--- src/rtl/lbm_pkg.sv ---
// Shared constants, types and the pixel red gradient function for the LED bar level meter.
// Used by lbm_ctrl, lbm_dpath and the top level; depends on nothing.
`timescale 1ns / 1ps

package lbm_pkg;

	localparam int PIXEL_COUNT = 7;

	localparam int SMP_W   = 10;
	localparam int STEP_W  = 10;
	localparam int HOLD_W  = 24;
	localparam int TIMER_W = 25;
	localparam int LIT_W   = 6;
	localparam int IDX_W   = 5;
	localparam int COL_W   = 8;
	localparam int CFG_W   = 24;
	localparam int CIDX_W  = 2;
	localparam int DCNT_W  = 4;

	// Register indexes of the configuration port
	localparam logic [CIDX_W-1:0] REG_THRESHOLD  = 2'd0;
	localparam logic [CIDX_W-1:0] REG_LEVEL_STEP = 2'd1;
	localparam logic [CIDX_W-1:0] REG_HOLD_TICKS = 2'd2;

	localparam logic [SMP_W-1:0]  THRESHOLD_RST  = 10'd650;
	localparam logic [STEP_W-1:0] LEVEL_STEP_RST = 10'd30;
	localparam logic [HOLD_W-1:0] HOLD_TICKS_RST = 24'd500000;

	localparam logic [TIMER_W-1:0] TIMER_MAX = {TIMER_W{1'b1}};
	localparam logic [DCNT_W-1:0]  DIV_BITS  = DCNT_W'(SMP_W);
	localparam logic [LIT_W-1:0]   LIT_MAX   = LIT_W'(PIXEL_COUNT);
	localparam logic [IDX_W-1:0]   IDX_LAST  = IDX_W'(PIXEL_COUNT - 1);

	// Input action codes
	localparam logic ACT_SAMPLE = 1'b0;
	localparam logic ACT_TICK   = 1'b1;

	localparam int RED_Q = 255 / PIXEL_COUNT;

	// Gradient red for a pixel: q*1.5*(i+1) rounded half up, clamped at 255
	function automatic logic [COL_W-1:0] red_for(input logic [IDX_W-1:0] idx);
		int v;
		begin
			v = (3 * RED_Q * (int'(idx) + 1) + 1) >> 1;
			red_for = (v > 255) ? 8'd255 : COL_W'(v);
		end
	endfunction

	typedef struct packed {
		logic tick;        // advance the hold timer, drop a pixel if expired
		logic div_start;   // load the divider with sample - threshold
		logic div_step;    // one restoring divide step
		logic apply;       // restart timer, raise the bar if the count allows
		logic emit;        // load the next pixel word into the output register
	} lbm_cmd_t;

	typedef struct packed {
		logic drop;        // a tick on the input would drop a pixel
		logic qual;        // input sample is above threshold
		logic step_zero;   // level_step register is zero
		logic div_done;    // all divide steps done
		logic rise;        // candidate count is not below the lit count
		logic idx_last;    // pixel counter is on the last pixel
		logic out_free;    // output register can take a word
	} lbm_sts_t;

endpackage

--- src/rtl/lbm_ctrl.sv ---
// Controller state machine of the LED bar level meter.
// Depends on lbm_pkg; drives lbm_dpath through lbm_cmd_t.
`timescale 1ns / 1ps

module lbm_ctrl
	import lbm_pkg::*;
(
	input  logic     clk,
	input  logic     arst_n,
	input  logic     in_valid,
	input  logic     in_action,
	output logic     in_ready,
	input  lbm_sts_t sts,
	output lbm_cmd_t cmd
);

	localparam logic [1:0] ST_IDLE = 2'd0;
	localparam logic [1:0] ST_DIV  = 2'd1;
	localparam logic [1:0] ST_EMIT = 2'd2;

	logic [1:0] state_q;
	logic [1:0] state_d;
	logic       take;

	assign in_ready = (state_q == ST_IDLE);
	assign take     = in_valid && in_ready;

	always_comb begin
		state_d = state_q;
		cmd     = '0;
		case (state_q)
			ST_IDLE: begin
				if (take) begin
					if (in_action == ACT_TICK) begin
						cmd.tick = 1'b1;
						if (sts.drop)
							state_d = ST_EMIT;
					end else if (sts.qual) begin
						if (sts.step_zero) begin
							cmd.apply = 1'b1;
							if (sts.rise)
								state_d = ST_EMIT;
						end else begin
							cmd.div_start = 1'b1;
							state_d       = ST_DIV;
						end
					end
				end
			end
			ST_DIV: begin
				if (sts.div_done) begin
					cmd.apply = 1'b1;
					state_d   = sts.rise ? ST_EMIT : ST_IDLE;
				end else begin
					cmd.div_step = 1'b1;
				end
			end
			ST_EMIT: begin
				if (sts.out_free) begin
					cmd.emit = 1'b1;
					if (sts.idx_last)
						state_d = ST_IDLE;
				end
			end
			default: begin
				state_d = ST_IDLE;
			end
		endcase
	end

	always_ff @(posedge clk or negedge arst_n) begin
		if (!arst_n)
			state_q <= ST_IDLE;
		else
			state_q <= state_d;
	end

endmodule

--- src/rtl/lbm_dpath.sv ---
// Datapath of the LED bar level meter: config registers, divider, bar state,
// hold timer, pixel counter and output register. Depends on lbm_pkg.
`timescale 1ns / 1ps

module lbm_dpath
	import lbm_pkg::*;
(
	input  logic              clk,
	input  logic              arst_n,
	input  logic              cfg_we,
	input  logic [CIDX_W-1:0] cfg_index,
	input  logic [CFG_W-1:0]  cfg_data,
	input  logic [SMP_W-1:0]  in_sample,
	input  lbm_cmd_t          cmd,
	output lbm_sts_t          sts,
	output logic              out_valid,
	input  logic              out_ready,
	output logic [IDX_W-1:0]  out_idx,
	output logic [COL_W-1:0]  out_red,
	output logic [COL_W-1:0]  out_green,
	output logic [LIT_W-1:0]  out_lit,
	output logic              out_last
);

	logic [SMP_W-1:0]   thr_q;
	logic [STEP_W-1:0]  step_q;
	logic [HOLD_W-1:0]  hold_q;
	logic [LIT_W-1:0]   lit_q;
	logic [TIMER_W-1:0] timer_q;
	logic [SMP_W-1:0]   quo_q;
	logic [STEP_W-1:0]  rem_q;
	logic [DCNT_W-1:0]  dcnt_q;
	logic [IDX_W-1:0]   idx_q;
	logic               ovalid_q;

	logic [TIMER_W-1:0] timer_inc;
	logic [STEP_W:0]    trial;
	logic               trial_ok;
	logic [SMP_W:0]     quo_plus;
	logic [LIT_W-1:0]   cand;
	logic               pix_on;
	logic [COL_W-1:0]   red_val;

	always_ff @(posedge clk or negedge arst_n) begin
		if (!arst_n) begin
			thr_q  <= THRESHOLD_RST;
			step_q <= LEVEL_STEP_RST;
			hold_q <= HOLD_TICKS_RST;
		end else if (cfg_we) begin
			case (cfg_index)
				REG_THRESHOLD:  thr_q  <= cfg_data[SMP_W-1:0];
				REG_LEVEL_STEP: step_q <= cfg_data[STEP_W-1:0];
				REG_HOLD_TICKS: hold_q <= cfg_data[HOLD_W-1:0];
				default: ;
			endcase
		end
	end

	assign timer_inc = (timer_q == TIMER_MAX) ? timer_q : timer_q + 1'b1;

	// Restoring divide, one quotient bit per step
	assign trial    = {rem_q, quo_q[SMP_W-1]} - {1'b0, step_q};
	assign trial_ok = !trial[STEP_W];

	// Candidate count: quotient + 2 capped at the pixel count; the pixel count when level_step is zero
	assign quo_plus = {1'b0, quo_q} + (SMP_W+1)'(2);
	always_comb begin
		if (step_q == '0 || quo_plus > (SMP_W+1)'(PIXEL_COUNT))
			cand = LIT_MAX;
		else
			cand = quo_plus[LIT_W-1:0];
	end

	assign sts.drop      = (lit_q != '0) && (timer_inc > {1'b0, hold_q});
	assign sts.qual      = in_sample > thr_q;
	assign sts.step_zero = (step_q == '0);
	assign sts.div_done  = (dcnt_q == '0);
	assign sts.rise      = (cand >= lit_q);
	assign sts.idx_last  = (idx_q == IDX_LAST);
	assign sts.out_free  = !ovalid_q || out_ready;

	always_ff @(posedge clk or negedge arst_n) begin
		if (!arst_n) begin
			lit_q    <= '0;
			timer_q  <= '0;
			dcnt_q   <= '0;
			idx_q    <= '0;
			ovalid_q <= 1'b0;
		end else begin
			if (cmd.tick) begin
				if (sts.drop) begin
					lit_q   <= lit_q - 1'b1;
					timer_q <= '0;
				end else begin
					timer_q <= timer_inc;
				end
			end
			if (cmd.apply) begin
				timer_q <= '0;
				if (sts.rise)
					lit_q <= cand;
			end
			if (cmd.div_start)
				dcnt_q <= DIV_BITS;
			else if (cmd.div_step)
				dcnt_q <= dcnt_q - 1'b1;
			if (cmd.emit) begin
				idx_q    <= sts.idx_last ? '0 : idx_q + 1'b1;
				ovalid_q <= 1'b1;
			end else if (out_ready) begin
				ovalid_q <= 1'b0;
			end
		end
	end

	always_ff @(posedge clk) begin
		if (cmd.div_start) begin
			quo_q <= in_sample - thr_q;
			rem_q <= '0;
		end else if (cmd.div_step) begin
			quo_q <= {quo_q[SMP_W-2:0], trial_ok};
			rem_q <= trial_ok ? trial[STEP_W-1:0] : {rem_q[STEP_W-2:0], quo_q[SMP_W-1]};
		end
	end

	assign pix_on  = {1'b0, idx_q} < lit_q;
	assign red_val = pix_on ? red_for(idx_q) : '0;

	always_ff @(posedge clk) begin
		if (cmd.emit) begin
			out_idx   <= idx_q;
			out_red   <= red_val;
			out_green <= pix_on ? 8'd255 - red_val : '0;
			out_lit   <= lit_q;
			out_last  <= sts.idx_last;
		end
	end

	assign out_valid = ovalid_q;

	a_lit_range: assert property (@(posedge clk) disable iff (!arst_n)
		lit_q <= LIT_MAX)
		else $error("lit count above pixel count");

	a_emit_free: assert property (@(posedge clk) disable iff (!arst_n)
		cmd.emit |-> (!ovalid_q || out_ready))
		else $error("output word overwritten");

	a_div_bound: assert property (@(posedge clk) disable iff (!arst_n)
		cmd.div_step |-> (dcnt_q != '0))
		else $error("divide step past the last bit");

	a_idx_wrap: assert property (@(posedge clk) disable iff (!arst_n)
		(cmd.emit && sts.idx_last) |=> (idx_q == '0))
		else $error("pixel counter did not wrap after refresh");

endmodule

--- src/rtl/led_bar_level_meter_peak_decay_top.sv ---
// Top level of the LED bar level meter with peak hold and decay.
// A tick word that drops a pixel, or a qualifying sample with level_step zero that raises
// the bar, goes from idle straight to EMIT; other qualifying samples first run a 10-step divide.
// No new input word is taken until the refresh is out; a refresh puts out PIXEL_COUNT words,
// one per cycle under no back pressure.
// Reset (arst_n low, asynchronous): bar dark, timer cleared, registers at defaults.
`timescale 1ns / 1ps

module led_bar_level_meter_peak_decay_top
	import lbm_pkg::*;
(
	input  logic              clk,
	input  logic              arst_n,
	// Configuration write port
	input  logic              cfg_we,
	input  logic [CIDX_W-1:0] cfg_index,
	input  logic [CFG_W-1:0]  cfg_data,
	// Input words
	input  logic              s_tvalid,
	output logic              s_tready,
	input  logic [15:0]       s_tdata,   // [9:0] sample, rest zero
	input  logic              s_tuser,   // [0] action: 0 sample, 1 microsecond tick
	// Pixel words
	output logic              m_tvalid,
	input  logic              m_tready,
	output logic [31:0]       m_tdata,   // [4:0] pixel_index, [12:5] red, [20:13] green,
	                                     // [26:21] lit_count, rest zero
	output logic              m_tlast    // last pixel of a refresh
);

	lbm_cmd_t         cmd;
	lbm_sts_t         sts;
	logic [IDX_W-1:0] o_idx;
	logic [COL_W-1:0] o_red;
	logic [COL_W-1:0] o_green;
	logic [LIT_W-1:0] o_lit;

	// Sequencer: accepts words in idle, runs the divider, paces the refresh
	lbm_ctrl u_ctrl (
		.clk      (clk),
		.arst_n   (arst_n),
		.in_valid (s_tvalid),
		.in_action(s_tuser),
		.in_ready (s_tready),
		.sts      (sts),
		.cmd      (cmd)
	);

	// Registers, divider, bar/timer state and the output word register
	lbm_dpath u_dpath (
		.clk      (clk),
		.arst_n   (arst_n),
		.cfg_we   (cfg_we),
		.cfg_index(cfg_index),
		.cfg_data (cfg_data),
		.in_sample(s_tdata[SMP_W-1:0]),
		.cmd      (cmd),
		.sts      (sts),
		.out_valid(m_tvalid),
		.out_ready(m_tready),
		.out_idx  (o_idx),
		.out_red  (o_red),
		.out_green(o_green),
		.out_lit  (o_lit),
		.out_last (m_tlast)
	);

	// Pack the pixel word, low field first, zero fill to 32 bits
	assign m_tdata = {5'd0, o_lit, o_green, o_red, o_idx};

endmodule

--- config.mk ---
export PLATFORM = sky130hd
export DESIGN_NAME = led_bar_level_meter_peak_decay_top
export DESIGN_NICKNAME = d
export VERILOG_FILES = /design/src/rtl/lbm_pkg.sv /design/src/rtl/lbm_ctrl.sv /design/src/rtl/lbm_dpath.sv /design/src/rtl/led_bar_level_meter_peak_decay_top.sv
export SDC_FILE = /design/constraint.sdc
export NUM_CORES = 1
export LEC_CHECK = 0
export BUFFER_PORTS_ARGS = -buffer_cell sky130_fd_sc_hd__buf_4
export CAP_MARGIN = 20
export CORE_MARGIN = 2
export CORE_UTILIZATION = 60
export DETAILED_ROUTE_END_ITERATION = 10
export GPL_TIMING_DRIVEN = 0
export HOLD_SLACK_MARGIN = 0.08
export PLACE_DENSITY = 0.81
export SLEW_MARGIN = 20
export SYNTH_ARGS = -nofsm -noshare
export SYNTH_HDL_FRONTEND = slang
export SYNTH_SLANG_ARGS = --single-unit
--- constraint.sdc ---
create_clock -name clk -period 5.81 [get_ports clk]
set_input_delay 0.581 -clock clk [delete_from_list [all_inputs] [get_ports clk]]
set_output_delay 0.581 -clock clk [all_outputs]
set_load 0.05 [all_outputs]
==> results of run 1 <==
worst register-to-register path: cells and delay by family (launching register included):
kind,cells,cell delay [ps]
xor+xnor,1,170
flops,1,430
simple gates,7,1500
buf+inv,3,670
fa+ha+maj,2,580
mux,1,180
compound gates,4,1430
sequential cells by signal (all words and copies together), names as in the netlist:
name	flops
u_dpath.timer_q	25
u_dpath.hold_q	24
u_dpath.quo_q	10
u_dpath.rem_q	10
u_dpath.step_q	10
u_dpath.thr_q	10
u_dpath.out_green	8
u_dpath.out_red	8
u_dpath.lit_q	6
u_dpath.out_lit	6
u_dpath.idx_q	5
u_dpath.out_idx	5
u_dpath.dcnt_q	4
u_ctrl.state_q	2
u_dpath.out_last	1
u_dpath.out_valid	1
cell usage in the layout, fill, tap and decap left out, types with 10 or more instances in the layout:
cell,instances
sky130_fd_sc_hd__xor2_1,17
sky130_fd_sc_hd__a21oi_1,28
sky130_fd_sc_hd__ha_1,84
sky130_fd_sc_hd__nand2_1,66
sky130_fd_sc_hd__xnor2_1,34
sky130_fd_sc_hd__buf_4,77
sky130_fd_sc_hd__mux2_2,39
sky130_fd_sc_hd__mux2i_1,12
sky130_fd_sc_hd__nor3_1,16
sky130_fd_sc_hd__dfrtp_1,72
sky130_fd_sc_hd__a211oi_1,11
sky130_fd_sc_hd__nand4_1,19
sky130_fd_sc_hd__o21ai_0,53
sky130_fd_sc_hd__nand3_1,28
sky130_fd_sc_hd__dfstp_2,15
sky130_fd_sc_hd__dfxtp_1,10
sky130_fd_sc_hd__clkbuf_1,17
sky130_fd_sc_hd__a22o_1,12
sky130_fd_sc_hd__a31oi_1,21
sky130_fd_sc_hd__clkbuf_16,17
sky130_fd_sc_hd__nor2_1,50
sky130_fd_sc_hd__edfxtp_1,38
sky130_fd_sc_hd__nand2b_1,11
sky130_fd_sc_hd__inv_1,84
cell type report:
type	instances	share of cell area
Multi-Input combinational cell	604	0.459
Clock buffer	18	0.0437
Tap cell	180	0.0229
Sequential cell	135	0.360
Inverter	85	0.0325
Clock inverter	14	0.0112
Timing Repair Buffer	71	0.0547
Buffer	30	0.0162
where the power goes:
| part | switching, W | internal [W] |
|---|---|---|
| Sequential | 0.000161 | 0.00127 |
| Combinational | 0.00146 | 0.00104 |
| Clock | 0.000422 | 0.000581 |
| Total | 0.00204 | 0.00288 |
kinds of logic (layout without fill, tap and decap cells):
logic type               after synthesis  count (layout)  synth area share
AO/OA/AOI/OAI                        167             167             0.127
XOR/XNOR                              51              51            0.0526
adder cells (fa/ha/maj)               92              92             0.143
buffers and inverters                115             218            0.0563
flip-flops                           135             135             0.417
multiplexers                          51              51            0.0659
other                                  1               8          0.000442
AND/OR/NAND/NOR                      235             235             0.139
layer usage:
metal,vias up,share of wire,GRT usage
met5,-,0,0
met2,220,0.48,0.435
met4,0,0.023,0.105
met1,3111,0.45,0.357
met3,40,0.055,0.0535
li1,3204,-,-
how the worst min path moves through the flow:
| stage | start | end | slack (ps) | cells past startpoint |
|---|---|---|---|---|
| 6_report | arst_n | u_dpath.idx_q[2]$_DFFE_PN0P_ | 220 | 1 |
| 2_1_floorplan | arst_n | u_ctrl.state_q[0]$_DFFE_PN0P_ | 290 | 0 |
| 3_5_place_dp | u_dpath.lit_q[1]$_DFF_PN0_ | u_dpath.out_lit[1]$_DFFE_PP_ | 470 | 0 |
| 4_1_cts | cfg_data[11] | u_dpath.hold_q[11]$_DFFE_PN0P_ | 370 | 2 |
| 3_3_place_gp | u_dpath.lit_q[3]$_DFF_PN0_ | u_dpath.out_lit[3]$_DFFE_PP_ | 460 | 0 |
| 5_1_grt | arst_n | u_dpath.idx_q[2]$_DFFE_PN0P_ | 280 | 1 |
per-stage QoR:
stage / total power [W] / instance area (um2) / utilization / worst slack [ps] / hold WS, ps
after floorplan: 0.00327 / 8510 / - / 1680 / 285
after global placement: 0.00375 / 9270 / 0.671 / 994 / 458
after detailed placement: 0.00390 / 9280 / 0.671 / 909 / 466
after CTS: 0.00493 / 9820 / 0.710 / 829 / 373
after global routing: 0.00533 / 9820 / 0.710 / 470 / 282
final: 0.00493 / 9820 / 0.710 / 785 / 216
==> impl_results.html, run 1 <==
<table>
<tr><th>Metric</th><th>Value</th></tr>
<tr><th colspan="2">Outcome</th></tr>
<tr><td>Status</td><td>completed</td></tr>
<tr><th colspan="2">Yosys</th></tr>
<tr><td>Cell with the most instances after synthesis</td><td>sky130_fd_sc_hd__inv_1</td></tr>
<tr><td>Number of synthesized flops with an enable pin</td><td>38</td></tr>
<tr><td>Average cell area after synthesis</td><td>10.0 um2</td></tr>
<tr><td>Top cells by area in the synthesized netlist</td><td>sky130_fd_sc_hd__dfrtp_1 (21%), sky130_fd_sc_hd__edfxtp_1 (13%), sky130_fd_sc_hd__ha_1 (12%)</td></tr>
<tr><td>Synthesized netlist cell count</td><td>847</td></tr>
<tr><td>Sequential share of the synthesized area</td><td>0.417</td></tr>
<tr><td>Cell types with the highest counts after synthesis</td><td>sky130_fd_sc_hd__inv_1 (85), sky130_fd_sc_hd__ha_1 (84), sky130_fd_sc_hd__dfrtp_1 (72)</td></tr>
<tr><td>Area share of the leading cell type in the synthesized netlist</td><td>0.212</td></tr>
<tr><td>Total of flip-flops plus latches after synthesis</td><td>135</td></tr>
<tr><td>Post-Syn Area</td><td>8490 um2</td></tr>
<tr><td>Distinct cell type count after synthesis</td><td>60</td></tr>
<tr><td>Dominant synthesized flop cell</td><td>sky130_fd_sc_hd__dfrtp_1</td></tr>
<tr><td>Yosys Warn Count</td><td>0</td></tr>
<tr><td>Biggest area consumer among synthesized cells</td><td>sky130_fd_sc_hd__dfrtp_1</td></tr>
<tr><td>Async SR Flop Fraction</td><td>0.644</td></tr>
<tr><th colspan="2">Floorplanning</th></tr>
<tr><td>Core Region</td><td>13800 um2</td></tr>
<tr><td>Number of standard-cell rows in the floorplan</td><td>43</td></tr>
<tr><td>Die Wd</td><td>123 um</td></tr>
<tr><td>Die Footprint</td><td>15100 um2</td></tr>
<tr><td>Die H</td><td>123 um</td></tr>
<tr><td>Initial Utilization</td><td>0.614</td></tr>
<tr><td>Number of ports placed on the die boundary</td><td>83</td></tr>
<tr><th colspan="2">Placed design</th></tr>
<tr><td>Port buffer count</td><td>71</td></tr>
<tr><td>Total instance count after detailed placement</td><td>1105</td></tr>
<tr><td>Dpl hpwl</td><td>13900 um</td></tr>
<tr><td>Placer's final routability congestion estimate</td><td>0.855</td></tr>
<tr><th colspan="2">STA</th></tr>
<tr><td>Unrepaired setup endpoints after global routing</td><td>no</td></tr>
<tr><td>Peak Freq</td><td>199 MHz</td></tr>
<tr><td>Post-Route Skew</td><td>7.49 ps</td></tr>
<tr><td>Final critical delay including setup and external delays</td><td>5030 ps</td></tr>
<tr><td>Aggregate negative setup slack</td><td>0 ps</td></tr>
<tr><td>Setup-failing EPs final</td><td>0</td></tr>
<tr><td>Tightest Pin Transition</td><td>983 ps</td></tr>
<tr><td>Number of pins exceeding their max-slew limit in the final report</td><td>0</td></tr>
<tr><td>Relative max-transition margin</td><td>0.341</td></tr>
<tr><td>Post-route fraction of the period consumed by the critical path</td><td>0.865</td></tr>
<tr><td>Hold violation count in the final report</td><td>0</td></tr>
<tr><th colspan="2">Detailed routing</th></tr>
<tr><td>Wirelength per Cell</td><td>16.5 um</td></tr>
<tr><td>DR DRC count</td><td>0</td></tr>
<tr><td>Post-detailed-route via-to-cell ratio</td><td>5.78</td></tr>
<tr><td>Initial DRC count</td><td>610</td></tr>
<tr><td>Remaining number of nets flagged by the antenna check after routing</td><td>0</td></tr>
<tr><td>Detailed Routing Iterations Pass 1</td><td>5</td></tr>
<tr><td>Total routed wirelength</td><td>18800 um</td></tr>
<tr><td>Count of vias placed by the detailed router</td><td>6575</td></tr>
<tr><th colspan="2">Global routing</th></tr>
<tr><td>Global-route wire length before repair</td><td>31500 um</td></tr>
<tr><td>Tot GR Track Use</td><td>0.269</td></tr>
<tr><td>Number of global-route vias before repair</td><td>6525</td></tr>
<tr><td>Remaining Overflow, GRT</td><td>0</td></tr>
<tr><td>Antenna violations before repair</td><td>0</td></tr>
<tr><td>Maximum number of pins on one net before global-route repair</td><td>88</td></tr>
<tr><th colspan="2">Setup path</th></tr>
<tr><td>Critical path's largest stage delay</td><td>620 ps</td></tr>
<tr><td>Origin of the critical flop-to-flop path</td><td>u_dpath.timer_q[0]$_DFFE_PN0P_</td></tr>
<tr><td>Critical Path End Type</td><td>register</td></tr>
<tr><td>Largest fanout on the critical path</td><td>10</td></tr>
<tr><td>Crit path to</td><td>u_dpath.timer_q[4]$_DFFE_PN0P_</td></tr>
<tr><td>R2r endpoint</td><td>u_dpath.timer_q[4]$_DFFE_PN0P_</td></tr>
<tr><td>Nature of the critical path startpoint</td><td>register</td></tr>
<tr><td>Critical path's slowest cell</td><td>sky130_fd_sc_hd__a31oi_1</td></tr>
<tr><td>Cell with the most instances on the worst path</td><td>sky130_fd_sc_hd__nand3_1</td></tr>
<tr><td>Crit path DAT</td><td>5370 ps</td></tr>
<tr><td>Beginning of the critical path</td><td>u_dpath.timer_q[0]$_DFFE_PN0P_</td></tr>
<tr><td>Combined buffer and inverter count along the critical path</td><td>3</td></tr>
<tr><td>Top cell family by delay on the critical path</td><td>simple AND/OR/NAND/NOR gates</td></tr>
<tr><td>Class of the most critical setup path</td><td>register to register</td></tr>
<tr><td>Cell depth of the worst flop-to-flop path</td><td>18</td></tr>
<tr><td>Flop2flop setup slack</td><td>780 ps</td></tr>
<tr><td>Chain of cells forming the critical path</td><td>ha_1, nand4_1, nor4_4, a31oi_1, and2_1, buf_2, nand3_1, xnor2_1, ha_1, nand3_1, or4_4, a211oi_4, a311oi_2, a2111oi_2, buf_4, buf_6, nand3_1, mux2i_1</td></tr>
<tr><td>Data required time of the critical path</td><td>6150 ps</td></tr>
<tr><td>Number of stages on the worst setup path</td><td>18</td></tr>
<tr><th colspan="2">Clocking</th></tr>
<tr><td>CTS clk-pin slew, worst paths</td><td>60 ps</td></tr>
<tr><td>Maximum clock insertion buffer count</td><td>2</td></tr>
<tr><td>Number of buffers inserted during clock tree synthesis</td><td>17</td></tr>
<tr><td>Post CTS Setup Buffer Count</td><td>0</td></tr>
<tr><td>CTS root buffer</td><td>sky130_fd_sc_hd__clkbuf_16</td></tr>
<tr><td>Post-CTS resize count</td><td>0</td></tr>
<tr><td>H-tree levels</td><td>4</td></tr>
<tr><td>Clock latency on the worst-skew pair</td><td>430 ps</td></tr>
<tr><td>CTS tree</td><td>built</td></tr>
<tr><td>CTS Hold Bufs</td><td>0</td></tr>
<tr><td>Sink Count</td><td>135</td></tr>
<tr><th colspan="2">Final layout</th></tr>
<tr><td>Fill count</td><td>1019</td></tr>
<tr><td>Layout cells sized above 1</td><td>0.181</td></tr>
<tr><td>Number of antenna diodes</td><td>0</td></tr>
<tr><td>Net count reported at finish</td><td>1084</td></tr>
<tr><td>Multi-input gate area in the final layout</td><td>4500 um2</td></tr>
<tr><td>Layout Cells excl Fill</td><td>1137</td></tr>
<tr><td>Area used by sequential logic in the layout</td><td>3540 um2</td></tr>
<tr><td>Area overhead of the layout relative to synthesis</td><td>15.7%</td></tr>
<tr><th colspan="2">Pwr</th></tr>
<tr><td>Leakage power of the design</td><td>4.51 nW</td></tr>
<tr><td>Worst ir drop on vdd</td><td>0.394 mV</td></tr>
<tr><td>Power density normalized to cell area</td><td>502 nW/um2</td></tr>
<tr><th colspan="2">Run</th></tr>
<tr><td># Max-Cap Violations</td><td>0</td></tr>
<tr><th colspan="2">Min path</th></tr>
<tr><td>Path class of the lowest-slack min-delay path</td><td>input port to async pin</td></tr>
</table>
No activity file was read; power rests on OpenSTA's default activity.
==> run 2, diff against run 1 <==
--- a/config.mk
+++ b/config.mk
@@ -9,6 +9,7 @@
 export CAP_MARGIN = 20
 export CORE_MARGIN = 2
 export CORE_UTILIZATION = 60
+export CTS_BUF_LIST = sky130_fd_sc_hd__clkbuf_4 sky130_fd_sc_hd__clkbuf_8 sky130_fd_sc_hd__clkbuf_16
 export DETAILED_ROUTE_END_ITERATION = 10
 export GPL_TIMING_DRIVEN = 0
 export HOLD_SLACK_MARGIN = 0.08
==> impl_results.html, run 2 (synthesis results as in run 1) <==
<table>
<tr><th>Metric</th><th>Value</th></tr>
<tr><th colspan="2">Setup path</th></tr>
<tr><td>Critical path's largest stage delay</td><td>610 ps (about the same)</td></tr>
<tr><td>Largest fanout on the critical path</td><td>10 (unchanged)</td></tr>
<tr><td>Critical path's slowest cell</td><td>sky130_fd_sc_hd__a31oi_1</td></tr>
<tr><td>R2r endpoint</td><td>u_dpath.timer_q[4]$_DFFE_PN0P_</td></tr>
<tr><td>Nature of the critical path startpoint</td><td>register</td></tr>
<tr><td>Data required time of the critical path</td><td>6150 ps (about the same)</td></tr>
<tr><td>Origin of the critical flop-to-flop path</td><td>u_dpath.timer_q[0]$_DFFE_PN0P_</td></tr>
<tr><td>Chain of cells forming the critical path</td><td>ha_1, nand4_1, nor4_4, a31oi_1, and2_1, buf_2, nand3_1, xnor2_1, ha_1, nand3_1, or4_4, a211oi_4, a311oi_2, a2111oi_2, buf_4, buf_6, nand3_1, mux2i_1</td></tr>
<tr><td>Crit path DAT</td><td>5350 ps (-20 ps)</td></tr>
<tr><td>Critical Path End Type</td><td>register</td></tr>
<tr><td>Flop2flop setup slack</td><td>800 ps (about the same)</td></tr>
<tr><td>Cell depth of the worst flop-to-flop path</td><td>18 (unchanged)</td></tr>
<tr><td>Beginning of the critical path</td><td>u_dpath.timer_q[0]$_DFFE_PN0P_</td></tr>
<tr><td>Crit path to</td><td>u_dpath.timer_q[4]$_DFFE_PN0P_</td></tr>
<tr><td>Cell with the most instances on the worst path</td><td>sky130_fd_sc_hd__nand3_1</td></tr>
<tr><td>Class of the most critical setup path</td><td>register to register</td></tr>
<tr><th colspan="2">Final layout</th></tr>
<tr><td>Leading cell types in the layout, fill and taps excluded</td><td>sky130_fd_sc_hd__inv_1 (84), sky130_fd_sc_hd__ha_1 (84), sky130_fd_sc_hd__buf_4 (77), sky130_fd_sc_hd__dfrtp_1 (72), sky130_fd_sc_hd__nand2_1 (66)</td></tr>
<tr><td>Layout cells sized above 1</td><td>0.182 (+0.00104)</td></tr>
<tr><td>Fin util</td><td>0.710 (about the same)</td></tr>
<tr><td>Number of flip-flops under the largest register name</td><td>25 (unchanged)</td></tr>
<tr><td>Register containing the most flip-flops in the final layout</td><td>u_dpath.timer_q</td></tr>
<tr><td>Number of antenna diodes</td><td>0 (unchanged)</td></tr>
<tr><td>Final instance area</td><td>9820 um2 (about the same)</td></tr>
<tr><td>Net count reported at finish</td><td>1084 (unchanged)</td></tr>
<tr><td>Largest registers in the final layout</td><td>u_dpath.timer_q x25, u_dpath.hold_q x24</td></tr>
<tr><td>Fill count</td><td>1017 (-0.20%)</td></tr>
<tr><td>Area overhead of the layout relative to synthesis</td><td>15.7% (about the same)</td></tr>
<tr><th colspan="2">STA</th></tr>
<tr><td>Post-Route Skew</td><td>7.15 ps (-0.342 ps)</td></tr>
<tr><td>Unrepaired setup endpoints after global routing</td><td>no</td></tr>
<tr><td>Tightest Pin Transition</td><td>988 ps (+5.31 ps)</td></tr>
<tr><td>Aggregate negative setup slack</td><td>0 ps (unchanged)</td></tr>
<tr><td>Final critical delay including setup and external delays</td><td>5010 ps (-12.4 ps)</td></tr>
<tr><td>Relative max-transition margin</td><td>0.337 (-0.00356)</td></tr>
<tr><td>Post-route fraction of the period consumed by the critical path</td><td>0.863 (-0.00214)</td></tr>
<tr><td>Setup-failing EPs final</td><td>0 (unchanged)</td></tr>
<tr><td>Hold Worst Slack</td><td>215 ps (-1.38 ps)</td></tr>
<tr><td>Number of pins exceeding their max-slew limit in the final report</td><td>0 (unchanged)</td></tr>
<tr><td>Peak Freq</td><td>199 MHz (+0.25%)</td></tr>
<tr><td>Hold violation count in the final report</td><td>0 (unchanged)</td></tr>
<tr><th colspan="2">Clocking</th></tr>
<tr><td>H-tree levels</td><td>4 (unchanged)</td></tr>
<tr><td>Number of buffers inserted during clock tree synthesis</td><td>17 (unchanged)</td></tr>
<tr><td>Clock latency on the worst-skew pair</td><td>430 ps (about the same)</td></tr>
<tr><td>Maximum clock insertion buffer count</td><td>2 (unchanged)</td></tr>
<tr><td>CTS tree</td><td>built</td></tr>
<tr><td>Sink Count</td><td>135 (unchanged)</td></tr>
<tr><td>CTS root buffer</td><td>sky130_fd_sc_hd__clkbuf_16</td></tr>
<tr><td>Post CTS Setup Buffer Count</td><td>0 (unchanged)</td></tr>
<tr><td>CTS clk-pin slew, worst paths</td><td>60 ps (about the same)</td></tr>
<tr><td>Post-CTS resize count</td><td>0 (unchanged)</td></tr>
<tr><td>CTS Hold Bufs</td><td>0 (unchanged)</td></tr>
<tr><th colspan="2">Pwr</th></tr>
<tr><td>Worst ir drop on vdd</td><td>0.394 mV (-0.11%)</td></tr>
<tr><td>Power density normalized to cell area</td><td>502 nW/um2 (about the same)</td></tr>
<tr><td>Leakage power of the design</td><td>4.51 nW (about the same)</td></tr>
<tr><td>Pwr Total</td><td>0.00493 W (about the same)</td></tr>
<tr><th colspan="2">Floorplanning</th></tr>
<tr><td>Die H</td><td>123 um (unchanged)</td></tr>
<tr><td>Number of standard-cell rows in the floorplan</td><td>43 (unchanged)</td></tr>
<tr><td>Initial Utilization</td><td>0.614 (unchanged)</td></tr>
<tr><td>Die Wd</td><td>123 um (unchanged)</td></tr>
<tr><td>Number of ports placed on the die boundary</td><td>83 (unchanged)</td></tr>
<tr><td>Core Region</td><td>13800 um2 (unchanged)</td></tr>
<tr><td>Die Footprint</td><td>15100 um2 (unchanged)</td></tr>
<tr><th colspan="2">Detailed routing</th></tr>
<tr><td>Post-detailed-route via-to-cell ratio</td><td>5.79 (+0.11%)</td></tr>
<tr><td>Total routed wirelength</td><td>18700 um (-0.22%)</td></tr>
<tr><td>DR DRC count</td><td>0 (unchanged)</td></tr>
<tr><td>Remaining number of nets flagged by the antenna check after routing</td><td>0 (unchanged)</td></tr>
<tr><td>Wirelength per Cell</td><td>16.5 um (-0.22%)</td></tr>
<tr><td>Count of vias placed by the detailed router</td><td>6582 (+0.11%)</td></tr>
<tr><td>Detailed Routing Iterations Pass 1</td><td>6 (+1)</td></tr>
<tr><td>Initial DRC count</td><td>619 (+1.5%)</td></tr>
<tr><th colspan="2">Outcome</th></tr>
<tr><td>Status</td><td>completed</td></tr>
<tr><th colspan="2">Global routing</th></tr>
<tr><td>Antenna violations before repair</td><td>0 (unchanged)</td></tr>
<tr><td>Global-route wire length before repair</td><td>31500 um (about the same)</td></tr>
<tr><td>Remaining Overflow, GRT</td><td>0 (unchanged)</td></tr>
<tr><td>Maximum number of pins on one net before global-route repair</td><td>88 (unchanged)</td></tr>
<tr><td>Number of global-route vias before repair</td><td>6538 (+0.20%)</td></tr>
<tr><td>Tot GR Track Use</td><td>0.269 (about the same)</td></tr>
<tr><th colspan="2">Placed design</th></tr>
<tr><td>Port buffer count</td><td>71 (unchanged)</td></tr>
<tr><td>Placer's final routability congestion estimate</td><td>0.855 (unchanged)</td></tr>
<tr><td>DP Area</td><td>9280 um2 (unchanged)</td></tr>
<tr><td>Dpl hpwl</td><td>13900 um (unchanged)</td></tr>
<tr><th colspan="2">Min path</th></tr>
<tr><td>Path class of the lowest-slack min-delay path</td><td>input port to async pin</td></tr>
<tr><th colspan="2">Run</th></tr>
<tr><td># Max-Cap Violations</td><td>0 (unchanged)</td></tr>
</table>
-- run 2: cell counts in the layout (fill, tap and decap cells not counted) --
Identical to the previous run, type by type.
-- run 2: power by group --
group	leakage, nW	switching, W	total (W)	internal [W]
logic	2.80	0.00146	0.00249	0.00103
registers	1.46	0.000160	0.00143	0.00127
clock network	0.252	0.000419	0.00100	0.000585
total	4.51	0.00204	0.00493	0.00289
-- run 2: worst max-delay path: cells and delay by family (launching register included) --
family                     cells  cell delay (ps)
and+or+nand+nor                7             1480
AOI/OAI and AO/OA              4             1420
buffers and inverters          3              670
adders and majority gates      2              580
DFF                            1              430
muxes                          1              180
xor gates and xnor gates       1              170
-- run 2: area by class of cell --
class / count / area, um2 / share of cell area
Sequential cell: 135 / 3540 / 0.360
Multi-Input combinational cell: 604 / 4500 / 0.458
Clock inverter: 14 / 110 / 0.0112
Clock buffer: 18 / 433 / 0.0441
Tap cell: 180 / 225 / 0.0229
Timing Repair Buffer: 71 / 537 / 0.0546
Inverter: 85 / 319 / 0.0325
Buffer: 30 / 159 / 0.0162
-- run 2: how the worst min path moves through the flow --
stage                          startpoint                             end  slack (ps)  depth (start not counted)
3_3_place_gp   u_dpath.lit_q[3]$_DFF_PN0_    u_dpath.out_lit[3]$_DFFE_PP_         460                          0
3_5_place_dp   u_dpath.lit_q[1]$_DFF_PN0_    u_dpath.out_lit[1]$_DFFE_PP_         470                          0
4_1_cts                      cfg_data[11]  u_dpath.hold_q[11]$_DFFE_PN0P_         370                          2
5_1_grt                            arst_n    u_dpath.idx_q[2]$_DFFE_PN0P_         280                          1
6_report                           arst_n    u_dpath.idx_q[2]$_DFFE_PN0P_         210                          1
2_1_floorplan                      arst_n   u_ctrl.state_q[0]$_DFFE_PN0P_         290                          0
-- run 2: stage by stage --
stage	cells	worst slack (ps)
after floorplan	854	1680
after global placement	1105	994
after detailed placement	1105	909
after CTS	1137	829
after global routing	1137	470
final	1137	797
-- run 2: metal layers --
| metal | part of all wire | GRT usage | up-vias |
|---|---|---|---|
| li1 | - | - | 3196 |
| met1 | 0.45 | 0.357 | 3135 |
| met2 | 0.48 | 0.436 | 212 |
| met3 | 0.054 | 0.0535 | 39 |
| met4 | 0.023 | 0.105 | 0 |
| met5 | 0 | 0 | - |
==> run 3, diff against run 2 <==
--- a/config.mk
+++ b/config.mk
@@ -5,15 +5,16 @@
 export SDC_FILE = /design/constraint.sdc
 export NUM_CORES = 1
 export LEC_CHECK = 0
+export ABC_AREA = 1
 export BUFFER_PORTS_ARGS = -buffer_cell sky130_fd_sc_hd__buf_4
 export CAP_MARGIN = 20
 export CORE_MARGIN = 2
-export CORE_UTILIZATION = 60
+export CORE_UTILIZATION = 61
 export CTS_BUF_LIST = sky130_fd_sc_hd__clkbuf_4 sky130_fd_sc_hd__clkbuf_8 sky130_fd_sc_hd__clkbuf_16
 export DETAILED_ROUTE_END_ITERATION = 10
 export GPL_TIMING_DRIVEN = 0
 export HOLD_SLACK_MARGIN = 0.08
-export PLACE_DENSITY = 0.81
+export PLACE_DENSITY = 0.82
 export SLEW_MARGIN = 20
 export SYNTH_ARGS = -nofsm -noshare
 export SYNTH_HDL_FRONTEND = slang
==> impl_results.html, run 3 <==
<table>
<tr><th>Metric</th><th>Value</th></tr>
<tr><th colspan="2">Outcome</th></tr>
<tr><td>Status</td><td>completed</td></tr>
<tr><th colspan="2">Clocking</th></tr>
<tr><td>H-tree levels</td><td>4 (unchanged)</td></tr>
<tr><td>Clock latency on the worst-skew pair</td><td>420 ps (about the same)</td></tr>
<tr><td>Post CTS Setup Buffer Count</td><td>0 (unchanged)</td></tr>
<tr><td>Post-CTS resize count</td><td>0 (unchanged)</td></tr>
<tr><td>CTS clk-pin slew, worst paths</td><td>60 ps (about the same)</td></tr>
<tr><td>CTS Hold Bufs</td><td>0 (unchanged)</td></tr>
<tr><td>CTS tree</td><td>built</td></tr>
<tr><td>Number of buffers inserted during clock tree synthesis</td><td>17 (unchanged)</td></tr>
<tr><td>Maximum clock insertion buffer count</td><td>2 (unchanged)</td></tr>
<tr><td>Sink Count</td><td>135 (unchanged)</td></tr>
<tr><td>CTS root buffer</td><td>sky130_fd_sc_hd__clkbuf_16</td></tr>
<tr><th colspan="2">Setup path</th></tr>
<tr><td>Crit path DAT</td><td>4640 ps (-710 ps)</td></tr>
<tr><td>Nature of the critical path startpoint</td><td>register</td></tr>
<tr><td>R2r endpoint</td><td>u_dpath.out_green[2]$_SDFFCE_PP0P_</td></tr>
<tr><td>Largest fanout on the critical path</td><td>8 (-2)</td></tr>
<tr><td>Cell depth of the worst flop-to-flop path</td><td>15 (-3)</td></tr>
<tr><td>Beginning of the critical path</td><td>u_dpath.idx_q[0]$_DFFE_PN0P_</td></tr>
<tr><td>Critical Path End Type</td><td>register</td></tr>
<tr><td>Crit path to</td><td>u_dpath.out_green[2]$_SDFFCE_PP0P_</td></tr>
<tr><td>Origin of the critical flop-to-flop path</td><td>u_dpath.idx_q[0]$_DFFE_PN0P_</td></tr>
<tr><td>Data required time of the critical path</td><td>5970 ps (-180 ps)</td></tr>
<tr><td>Flop2flop setup slack</td><td>1320 ps (+520 ps)</td></tr>
<tr><td>Class of the most critical setup path</td><td>register to register</td></tr>
<tr><th colspan="2">Final layout</th></tr>
<tr><td>Register containing the most flip-flops in the final layout</td><td>u_dpath.timer_q</td></tr>
<tr><td>Largest registers in the final layout</td><td>u_dpath.timer_q x25, u_dpath.hold_q x24</td></tr>
<tr><td>Fill count</td><td>1065 (+4.7%)</td></tr>
<tr><td>Net count reported at finish</td><td>1305 (+20%)</td></tr>
<tr><td>Commonest non-fill, non-tap cell in the layout</td><td>sky130_fd_sc_hd__nand2_1</td></tr>
<tr><td>Layout cells sized above 1</td><td>0.173 (-0.00864)</td></tr>
<tr><td>Fin util</td><td>0.732 (+0.0211)</td></tr>
<tr><td>Area overhead of the layout relative to synthesis</td><td>15.9%</td></tr>
<tr><td>Leading cell types in the layout, fill and taps excluded</td><td>sky130_fd_sc_hd__nand2_1 (235), sky130_fd_sc_hd__inv_1 (162), sky130_fd_sc_hd__ha_1 (84), sky130_fd_sc_hd__nor2_1 (79), sky130_fd_sc_hd__buf_4 (75)</td></tr>
<tr><td>Number of antenna diodes</td><td>0 (unchanged)</td></tr>
<tr><td>Layout Cells excl Fill</td><td>1358 (+19%)</td></tr>
<tr><td>Final instance area</td><td>10200 um2 (+4.2%)</td></tr>
<tr><td>Number of flip-flops under the largest register name</td><td>25 (unchanged)</td></tr>
<tr><th colspan="2">Run</th></tr>
<tr><td># Max-Cap Violations</td><td>0 (unchanged)</td></tr>
<tr><th colspan="2">Global routing</th></tr>
<tr><td>Number of global-route vias before repair</td><td>7194 (+10%)</td></tr>
<tr><td>Remaining Overflow, GRT</td><td>0 (unchanged)</td></tr>
<tr><td>Tot GR Track Use</td><td>0.270 (+0.000979)</td></tr>
<tr><td>Global-route wire length before repair</td><td>33800 um (+7.4%)</td></tr>
<tr><td>Maximum number of pins on one net before global-route repair</td><td>88 (unchanged)</td></tr>
<tr><td>Antenna violations before repair</td><td>0 (unchanged)</td></tr>
<tr><th colspan="2">Yosys</th></tr>
<tr><td>Dominant synthesized flop cell</td><td>sky130_fd_sc_hd__dfrtp_1</td></tr>
<tr><td>Total of flip-flops plus latches after synthesis</td><td>135 (unchanged)</td></tr>
<tr><td>Async SR Flop Fraction</td><td>0.644 (unchanged)</td></tr>
<tr><td>Synthesized netlist cell count</td><td>1067 (+26%)</td></tr>
<tr><td>Cell with the most instances after synthesis</td><td>sky130_fd_sc_hd__nand2_1</td></tr>
<tr><td>Distinct cell type count after synthesis</td><td>50 (-17%)</td></tr>
<tr><td>Sequential share of the synthesized area</td><td>0.401 (-0.0162)</td></tr>
<tr><td>Cell types with the highest counts after synthesis</td><td>sky130_fd_sc_hd__nand2_1 (235), sky130_fd_sc_hd__inv_1 (162), sky130_fd_sc_hd__ha_1 (84)</td></tr>
<tr><td>Average cell area after synthesis</td><td>8.28 um2 (-17%)</td></tr>
<tr><td>Post-Syn Area</td><td>8830 um2 (+4.1%)</td></tr>
<tr><td>Number of synthesized flops with an enable pin</td><td>38 (unchanged)</td></tr>
<tr><td>Biggest area consumer among synthesized cells</td><td>sky130_fd_sc_hd__dfrtp_1</td></tr>
<tr><td>Yosys Warn Count</td><td>0 (unchanged)</td></tr>
<tr><td>Top cells by area in the synthesized netlist</td><td>sky130_fd_sc_hd__dfrtp_1 (20%), sky130_fd_sc_hd__edfxtp_1 (13%), sky130_fd_sc_hd__ha_1 (12%)</td></tr>
<tr><td>Area share of the leading cell type in the synthesized netlist</td><td>0.204 (-0.00827)</td></tr>
<tr><th colspan="2">STA</th></tr>
<tr><td>Aggregate negative setup slack</td><td>0 ps (unchanged)</td></tr>
<tr><td>Final critical delay including setup and external delays</td><td>4490 ps (-524 ps)</td></tr>
<tr><td>Post-Route Skew</td><td>4.75 ps (-2.40 ps)</td></tr>
<tr><td>Tightest Pin Transition</td><td>820 ps (-169 ps)</td></tr>
<tr><td>Relative max-transition margin</td><td>0.453 (+0.117)</td></tr>
<tr><td>Post-route fraction of the period consumed by the critical path</td><td>0.773 (-0.0902)</td></tr>
<tr><td>Setup-failing EPs final</td><td>0 (unchanged)</td></tr>
<tr><td>Final WS setup</td><td>1320 ps (+524 ps)</td></tr>
<tr><td>Number of pins exceeding their max-slew limit in the final report</td><td>0 (unchanged)</td></tr>
<tr><td>Peak Freq</td><td>223 MHz (+12%)</td></tr>
<tr><td>Hold violation count in the final report</td><td>0 (unchanged)</td></tr>
<tr><td>Unrepaired setup endpoints after global routing</td><td>no</td></tr>
<tr><th colspan="2">Detailed routing</th></tr>
<tr><td>Initial DRC count</td><td>475 (-23%)</td></tr>
<tr><td>Detailed Routing Iterations Pass 1</td><td>5 (-1)</td></tr>
<tr><td>Count of vias placed by the detailed router</td><td>7391 (+12%)</td></tr>
<tr><td>Post-detailed-route via-to-cell ratio</td><td>5.44 (-6.0%)</td></tr>
<tr><td>Total routed wirelength</td><td>20100 um (+7.3%)</td></tr>
<tr><td>Remaining number of nets flagged by the antenna check after routing</td><td>0 (unchanged)</td></tr>
<tr><td>DR DRC count</td><td>0 (unchanged)</td></tr>
<tr><td>Wirelength per Cell</td><td>14.8 um (-10%)</td></tr>
<tr><th colspan="2">Placed design</th></tr>
<tr><td>Dpl hpwl</td><td>15400 um (+10%)</td></tr>
<tr><td>Total instance count after detailed placement</td><td>1326 (+20%)</td></tr>
<tr><td>Minimum setup slack after placement</td><td>1370 ps (+457 ps)</td></tr>
<tr><td>Port buffer count</td><td>71 (unchanged)</td></tr>
<tr><td>DP Area</td><td>9640 um2 (+4.0%)</td></tr>
<tr><td>Placer's final routability congestion estimate</td><td>0.947 (+11%)</td></tr>
<tr><th colspan="2">Floorplanning</th></tr>
<tr><td>Die H</td><td>124 um (+1.1%)</td></tr>
<tr><td>Die Wd</td><td>124 um (+1.1%)</td></tr>
<tr><td>Core Region</td><td>14000 um2 (+1.2%)</td></tr>
<tr><td>Number of ports placed on the die boundary</td><td>83 (unchanged)</td></tr>
<tr><td>Initial Utilization</td><td>0.631 (+0.0175)</td></tr>
<tr><td>Number of standard-cell rows in the floorplan</td><td>43 (unchanged)</td></tr>
<tr><td>Die Footprint</td><td>15500 um2 (+2.3%)</td></tr>
<tr><th colspan="2">Min path</th></tr>
<tr><td>Path class of the lowest-slack min-delay path</td><td>input port to async pin</td></tr>
<tr><th colspan="2">Pwr</th></tr>
<tr><td>Leakage power of the design</td><td>5.18 nW (+15%)</td></tr>
<tr><td>Worst ir drop on vdd</td><td>0.431 mV (+9.4%)</td></tr>
<tr><td>Power density normalized to cell area</td><td>515 nW/um2 (+2.8%)</td></tr>
</table>
## run 3: cell types whose count changed in the layout (fill, tap and decap cells not counted), moves of 12 or more
cell,change
sky130_fd_sc_hd__o21ai_0,+17
sky130_fd_sc_hd__mux2_2,-39
sky130_fd_sc_hd__nand2_1,+169
sky130_fd_sc_hd__xnor2_1,-27
sky130_fd_sc_hd__o21ai_2,+12
sky130_fd_sc_hd__inv_1,+78
sky130_fd_sc_hd__nor2_1,+29
sky130_fd_sc_hd__a22o_1,-12
sky130_fd_sc_hd__nand2_2,+20
sky130_fd_sc_hd__nor2_2,+12
sky130_fd_sc_hd__a31oi_1,-16
sky130_fd_sc_hd__mux2i_1,-12
sky130_fd_sc_hd__xor2_1,+12
## run 3: final cells by class
class,instances,area (um2),share of cell area
Tap cell,180,225,0.0220
Buffer,25,143,0.0139
Clock inverter,12,126,0.0123
Timing Repair Buffer,72,557,0.0544
Inverter,170,638,0.0624
Clock buffer,20,460,0.0450
Sequential cell,135,3540,0.346
Multi-Input combinational cell,744,4550,0.444
## run 3: worst max-delay path, cell delays in order, from the launching register on
cell and delay (ps):
sky130_fd_sc_hd__dfrtp_1 460, sky130_fd_sc_hd__ha_1 260, sky130_fd_sc_hd__nand3_1 100, sky130_fd_sc_hd__xor2_1 250
sky130_fd_sc_hd__inv_1 110, sky130_fd_sc_hd__ha_1 320, sky130_fd_sc_hd__inv_1 70, sky130_fd_sc_hd__fa_1 520
sky130_fd_sc_hd__inv_1 50, sky130_fd_sc_hd__fa_1 450, sky130_fd_sc_hd__ha_1 350, sky130_fd_sc_hd__nand2_1 90
sky130_fd_sc_hd__o311ai_1 580, sky130_fd_sc_hd__nand2_1 320, sky130_fd_sc_hd__o21ai_1 210, sky130_fd_sc_hd__nor2_1 70
## run 3: stage by stage
step	total power (W)	hold WS (ps)
floorplan	0.00347	285
global placement	0.00402	431
detailed placement	0.00417	450
CTS	0.00528	364
global route	0.00567	270
finish	0.00527	234
## run 3: how the worst min path moves through the flow
stage / cells past startpoint / to / slack, ps / start
after floorplan: 0 / u_ctrl.state_q[0]$_DFFE_PN0P_ / 290 / arst_n
after global placement: 0 / u_dpath.out_lit[4]$_DFFE_PP_ / 430 / u_dpath.lit_q[4]$_DFF_PN0_
after detailed placement: 0 / u_dpath.out_lit[4]$_DFFE_PP_ / 450 / u_dpath.lit_q[4]$_DFF_PN0_
after CTS: 2 / u_dpath.out_valid$_DFFE_PN0P_ / 360 / m_tready
after global routing: 1 / u_dpath.idx_q[3]$_DFFE_PN0P_ / 270 / arst_n
final: 1 / u_dpath.idx_q[0]$_DFFE_PN0P_ / 230 / arst_n
## run 3: power by group
group	internal, W	switching (W)
combinational	0.000926	0.00173
clock	0.000656	0.000410
sequential	0.00139	0.000159
## run 3: logic make-up after synthesis
logic type      after synthesis  share of synthesized area
compound gates              163                      0.110
xor+xnor                     38                     0.0394
fa+ha+maj                    92                      0.137
buf+inv                     195                     0.0884
flops                       135                      0.401
other cells                   1                   0.000425
simple gates                443                      0.224
## run 3: routing by layer
metal  wire length, um  up-vias  global-route usage
met5                 0        -                   0
met4               376        0              0.0813
met3              1340       39              0.0692
met2              9800      226               0.443
met1              8600     3467               0.354
li1                  -     3659                   -
